**config.mk**
```make
export PLATFORM = sky130hd
export DESIGN_NAME = qte_sqrt
export DESIGN_NICKNAME = d
export VERILOG_FILES = /design/src/sv/qte_pkg.sv /design/src/sv/qte_sqrt.sv
export SDC_FILE = /design/constraint.sdc
export NUM_CORES = 2
export LEC_CHECK = 0
export BUFFER_PORTS_ARGS = -buffer_cell sky130_fd_sc_hd__buf_4
export CELL_PAD_IN_SITES_DETAIL_PLACEMENT = 0
export CELL_PAD_IN_SITES_GLOBAL_PLACEMENT = 1
export CORE_MARGIN = 2
export CORE_UTILIZATION = 39
export DETAILED_ROUTE_END_ITERATION = 16
export GPL_TIMING_DRIVEN = 0
export PLACE_DENSITY = 0.72
export SYNTH_ARGS = -nofsm -noshare
export SYNTH_HDL_FRONTEND = slang
export SYNTH_SLANG_ARGS = --single-unit
```
**constraint.sdc**
```tcl
create_clock -name i_clk -period 4.29 [get_ports i_clk]
set_input_delay 0.429 -clock i_clk [delete_from_list [all_inputs] [get_ports i_clk]]
set_output_delay 0.429 -clock i_clk [all_outputs]
set_load 0.005 [all_outputs]
```
**src/sv/qte_pkg.sv**
```systemverilog
// Shared types and constants for the quaternion to Euler angle pipeline.
// No dependencies.
package qte_pkg;
    localparam int XW = 38;   // CORDIC x/y datapath
    localparam int ZW = 35;   // CORDIC angle, 30 fraction bits
    localparam int SW = 34;   // sine-type terms, 28 fraction bits
    localparam int CW = 36;   // cosine-type terms, 28 fraction bits
    localparam int RTW = 29;  // square root width
    localparam int RDW = 57;  // radicand width

    localparam logic signed [ZW-1:0] PI_Q30      = 35'sd3373259426;
    localparam logic signed [SW-1:0] ONE_Q28_S   = 34'sd268435456;
    localparam logic signed [CW-1:0] ONE_Q28_C   = 36'sd268435456;
    localparam int                   PI_Q13      = 25736;
    localparam int                   HALF_PI_Q13 = 12868;

    typedef struct packed {
        logic signed [SW-1:0] sr;
        logic signed [CW-1:0] cr;
        logic signed [SW-1:0] sy;
        logic signed [CW-1:0] cy;
        logic signed [SW-1:0] sp;
        logic                 clamp;
    } t_side;

    function automatic logic [29:0] atan_q30(input int idx);
        logic [29:0] v;
        case (idx)
            0:  v = 30'd843314856;
            1:  v = 30'd497837829;
            2:  v = 30'd263043836;
            3:  v = 30'd133525158;
            4:  v = 30'd67021686;
            5:  v = 30'd33543515;
            6:  v = 30'd16775850;
            7:  v = 30'd8388437;
            8:  v = 30'd4194282;
            9:  v = 30'd2097149;
            10: v = 30'd1048575;
            11: v = 30'd524287;
            12: v = 30'd262143;
            13: v = 30'd131071;
            14: v = 30'd65535;
            15: v = 30'd32767;
            16: v = 30'd16383;
            17: v = 30'd8191;
            18: v = 30'd4095;
            19: v = 30'd2047;
            20: v = 30'd1023;
            21: v = 30'd511;
            22: v = 30'd255;
            23: v = 30'd127;
            default: v = '0;
        endcase
        return v;
    endfunction
endpackage

```
**src/sv/qte_sqrt.sv**
```systemverilog
// Pipelined integer square root, one result bit per stage, with side payload.
// Depends on qte_pkg.
module qte_sqrt import qte_pkg::*; #(
    parameter int PW = 8
) (
    input  logic           i_clk,
    input  logic           i_rst_n,
    input  logic           i_valid,
    input  logic [RDW-1:0] i_rad,
    input  logic [PW-1:0]  i_pay,
    output logic           o_valid,
    output logic [RTW-1:0] o_root,
    output logic [PW-1:0]  o_pay
);
    localparam int RW = RDW + 2;

    logic [RW-1:0]  r_rem  [0:RTW];
    logic [RTW-1:0] r_root [0:RTW];
    logic [PW-1:0]  r_pay  [0:RTW];
    logic           r_v    [0:RTW];

    always_ff @(posedge i_clk) begin
        if (!i_rst_n) begin
            r_v[0] <= 1'b0;
        end else begin
            r_v[0] <= i_valid;
        end
        r_rem[0]  <= RW'(i_rad);
        r_root[0] <= '0;
        r_pay[0]  <= i_pay;
    end

    for (genvar k = 0; k < RTW; k++) begin : g_bit
        localparam int B = RTW - 1 - k;
        logic [RW-1:0] n_trial;
        assign n_trial = (RW'(r_root[k]) << (B + 1)) + (RW'(1) << (2 * B));
        always_ff @(posedge i_clk) begin
            if (!i_rst_n) begin
                r_v[k+1] <= 1'b0;
            end else begin
                r_v[k+1] <= r_v[k];
            end
            r_pay[k+1] <= r_pay[k];
            if (r_rem[k] >= n_trial) begin
                r_rem[k+1]  <= r_rem[k] - n_trial;
                r_root[k+1] <= r_root[k] | (RTW'(1) << B);
            end else begin
                r_rem[k+1]  <= r_rem[k];
                r_root[k+1] <= r_root[k];
            end
        end
    end

    assign o_valid = r_v[RTW];
    assign o_root  = r_root[RTW];
    assign o_pay   = r_pay[RTW];
endmodule

```
==> flow_summary.ini <==
[synth]
synth_cells = 8244
syn_area_mm2 = 0.0856
synth_edf_count = 0
synth-seq-cells = 2413
synth.avg_cell_area_um2 = 10.4
synth_top_area_share_pct = 56.4
synthTopCellsByArea = dfxtp_1 56%, ha_1 6.7%, xnor2_1 3.9%, xor2_1 3.7%, a21oi_1 3.1%
synth_flop_cell = dfxtp_1
async_reset_ff_share_pct = 0
yosys_warnings = 0
yosysSeqAreaShare_pct = 56.4
synth_top_cell_by_area = dfxtp_1
synth.distinct_cells = 94

[global_route]
grt_max_degree = 22
gr-total-overflow = 0
grt_pass1_vias = 59500
antenna_found_initial = 2
grt_usage_pct = 18.6
grt_pass1_wl_um = 332000

[routing]
vias = 58200
post_drt_wl_per_cell_um = 18.0
antenna_left = 0
avgViaCountPerCell = 4.96
firstDrtPassIters = 5
drcViolationCount = 0
routed_wl_um = 211000
drtIter0Drc = 2918

[clock_network]
h-tree-depth = 4
cts_buffer_depth = 3
tritoncts = yes
clock_latency_ns = 0.91
clock_sinks = 2413
root_buffer = clkbuf_16
numCtsBuffers = 237
path_clk_slew_ns = 0.07

[setup_path]
worstPathMaxFanout = 5
regToRegSetupSlack_ns = 0.14
cp-start-kind = flip-flop
critPathArrivalTime_ns = 4.84
critPathKind = flip-flop to flip-flop
cp.required_ns = 4.98
cp-end-kind = flip-flop

[job]
max-cap-violations = 0

[finish]
fill_cells = 20400
final_nets = 9186
area_growth_syn_to_layout_pct = 16.2
utilization_pct = 45.4
drive_gt1_share_pct = 8.14

[pwr]
p_per_area_mw_per_mm2 = 644
seqPwrFrac_pct = 47.2
vdd_drop_max_uv = 389
clock_power_share_pct = 34.3
power.leakage_nw = 44.3
combPwrFrac_pct = 18.5
sw_frac_of_total_pct = 29.8
switchingPower_mw = 19.1
power.internal_mw = 45.0

[floorplanning]
io_pins = 106
die_w_um = 473
start_util_pct = 39.1
coreArea_mm2 = 0.219
die_y_um = 473
rows = 172
dieArea_mm2 = 0.223

[sta]
hold_viol = 0
fin_crit_ns = 4.15
finClkSkew_ns = 0.120
max_freq_ghz = 0.241
worst_pin_slew_ns = 1.32
relSlewSlack_pct = 11.5
maxSlewViolCount = 0
holdWs_ns = 0.148
period_share_pct = 96.8
grt_setup_unrepaired = no
finalSetupViolCount = 0

[place]
port_buffers = 104
hpwl_um = 166000
gp_routability_congestion = 0.904

[run_status]
outcome = complete, no violations

[hold_path]
min_path_type = primary input to flip-flop
==> worst paths after layout <==
kind | from | to | depth (start not counted)
max | r_root[10][9]$_DFF_P_ | r_rem[21][56]$_DFF_P_ | 11
min | i_rad[32] | r_rem[0][32]$_DFF_P_ | 2
max reg2reg | r_root[10][9]$_DFF_P_ | r_rem[21][56]$_DFF_P_ | 11
min reg2reg | r_root[12][45]$_DFF_P_ | r_root[13][16]$_DFF_P_ | 0
==> metrics by stage <==
stage / cell area, µm² / power [mW] / setup WS, ns / TNS (ns) / cells
floorplan: 85600 / 38.4 / 0.975 / 0 / 8245
global placement: 90000 / 42.4 / -1.32 / -87.46 / 11200
detailed placement: 90000 / 42.4 / -0.871 / -63.92 / 11200
CTS: 99400 / 64.6 / 0.00234 / 0 / 11700
global route: 99500 / 67.5 / 0.00213 / 0 / 11700
finish: 99500 / 64.1 / 0.136 / 0 / 11700
==> synthesized netlist by cell type, types with 27 or more instances <==
cell type  instances
o21ai_0          300
nor2b_1           48
nor3_1           202
o31ai_1           40
clkbuf_1         123
nand2_1          454
and3_1            35
a21o_1           143
ha_1             460
xnor2_1          380
and2_1            60
xor2_1           363
nor4_1           287
nand3_1          134
or2_2             27
o21bai_1          36
dfxtp_1         2413
a211oi_1          41
a31oi_1           39
nor2_1           595
o21a_1            89
or3_1             90
or4_1             53
a21oi_1          525
nand4_1          115
inv_1            565
mux2_2            79
nand2b_1          96
o211ai_1          37
nor4b_1           39
==> logic make-up (layout without fill, tap and decap cells) <==
family                     Yosys count  count (layout)  synth area share [%]
AOI/OAI and AO/OA                 1444            1444                  10.5
DFF                               2413            2413                  56.4
and+or+nand+nor                   2366            2366                  14.4
xor gates and xnor gates           743             743                  7.60
other                                1              15               0.00438
adders and majority gates          460             460                  6.72
muxes                               87              87                  1.13
buffers and inverters              730            1340                  3.27
==> power groups by stage <==
stage	Sequential [mW]	Clock [mW]	Combinational (mW)
after detailed placement	30.7	0	11.7
after global routing	30.7	23.5	13.3
after global placement	30.6	0	11.7
after floorplan	29.3	0	9.15
final	30.2	22.0	11.9
after CTS	30.2	22.5	11.9
==> state kept, by name (all words and copies together), names as in the netlist <==
register  count
r_rem      1708
r_root      435
r_pay       240
r_v          30
==> critical path, cell delays in order, from the launching register on <==
cell and delay (ns):
dfxtp_1 0.52, inv_1 0.08, ha_1 0.35, nor2b_1 0.18
o31a_1 0.29, nor3_1 0.24, nor3_1 0.14, o41ai_1 0.58
o21ai_1 0.40, a211o_1 0.44, or4b_1 0.50, xnor2_1 0.26
==> repair_timing <==
| item | 4_1_cts | 5_1_grt |
|---|---|---|
| buffers inserted | 1 | 2 |
| endpoints found under the setup margin | 169 | 45 |
| pin swaps | 1 | 1 |
| hold buffers | 68 | 0 |
| endpoints found under the hold margin | 95 | 0 |
| resized for setup | 22 | 11 |
==> cells in the final DEF, fill, tap and decap left out, types with 68 or more instances in the layout <==
| cell type | synthesis | final |
|---|---|---|
| dfxtp_1 | 2413 | 2413 |
| nor2_1 | 595 | 595 |
| inv_1 | 565 | 565 |
| a21oi_1 | 525 | 525 |
| ha_1 | 460 | 460 |
| nand2_1 | 454 | 454 |
| xnor2_1 | 380 | 380 |
| xor2_1 | 363 | 363 |
| o21ai_0 | 300 | 298 |
| nor4_1 | 287 | 281 |
| clkbuf_16 | 0 | 237 |
| nor3_1 | 202 | 197 |
| a21o_1 | 143 | 143 |
| clkbuf_1 | 123 | 137 |
| nand3_1 | 134 | 134 |
| nand4_1 | 115 | 115 |
| buf_4 | 8 | 114 |
| nand2b_1 | 96 | 96 |
| or3_1 | 90 | 90 |
| o21a_1 | 89 | 89 |
| mux2_2 | 79 | 79 |
| dlygate4sd3_1 | 0 | 68 |
==> layer usage <==
layer	wire length (µm)	share of wire, %	vias to the layer above	global-route usage, %
met5	0	0	-	0
met4	7890	3.7	0	7.22
met3	6820	3.2	390	2.51
met2	109000	52	954	35.2
met1	87000	41	27500	21.0
li1	-	-	29400	-
==> layout make-up <==
| cell class | count | area, µm² | area share [%] |
|---|---|---|---|
| Clock buffer | 298 | 6540 | 6.57 |
| Timing Repair Buffer | 175 | 1500 | 1.50 |
| Buffer | 162 | 681 | 0.684 |
| Multi-Input combinational cell | 5102 | 34700 | 34.9 |
| Sequential cell | 2413 | 48300 | 48.6 |
| Antenna cell | 13 | 32.5 | 0.0327 |
| Tap cell | 2871 | 3590 | 3.61 |
| Inverter | 567 | 2130 | 2.14 |
| Clock inverter | 138 | 2020 | 2.04 |
Power figures use the tool's default switching activity.
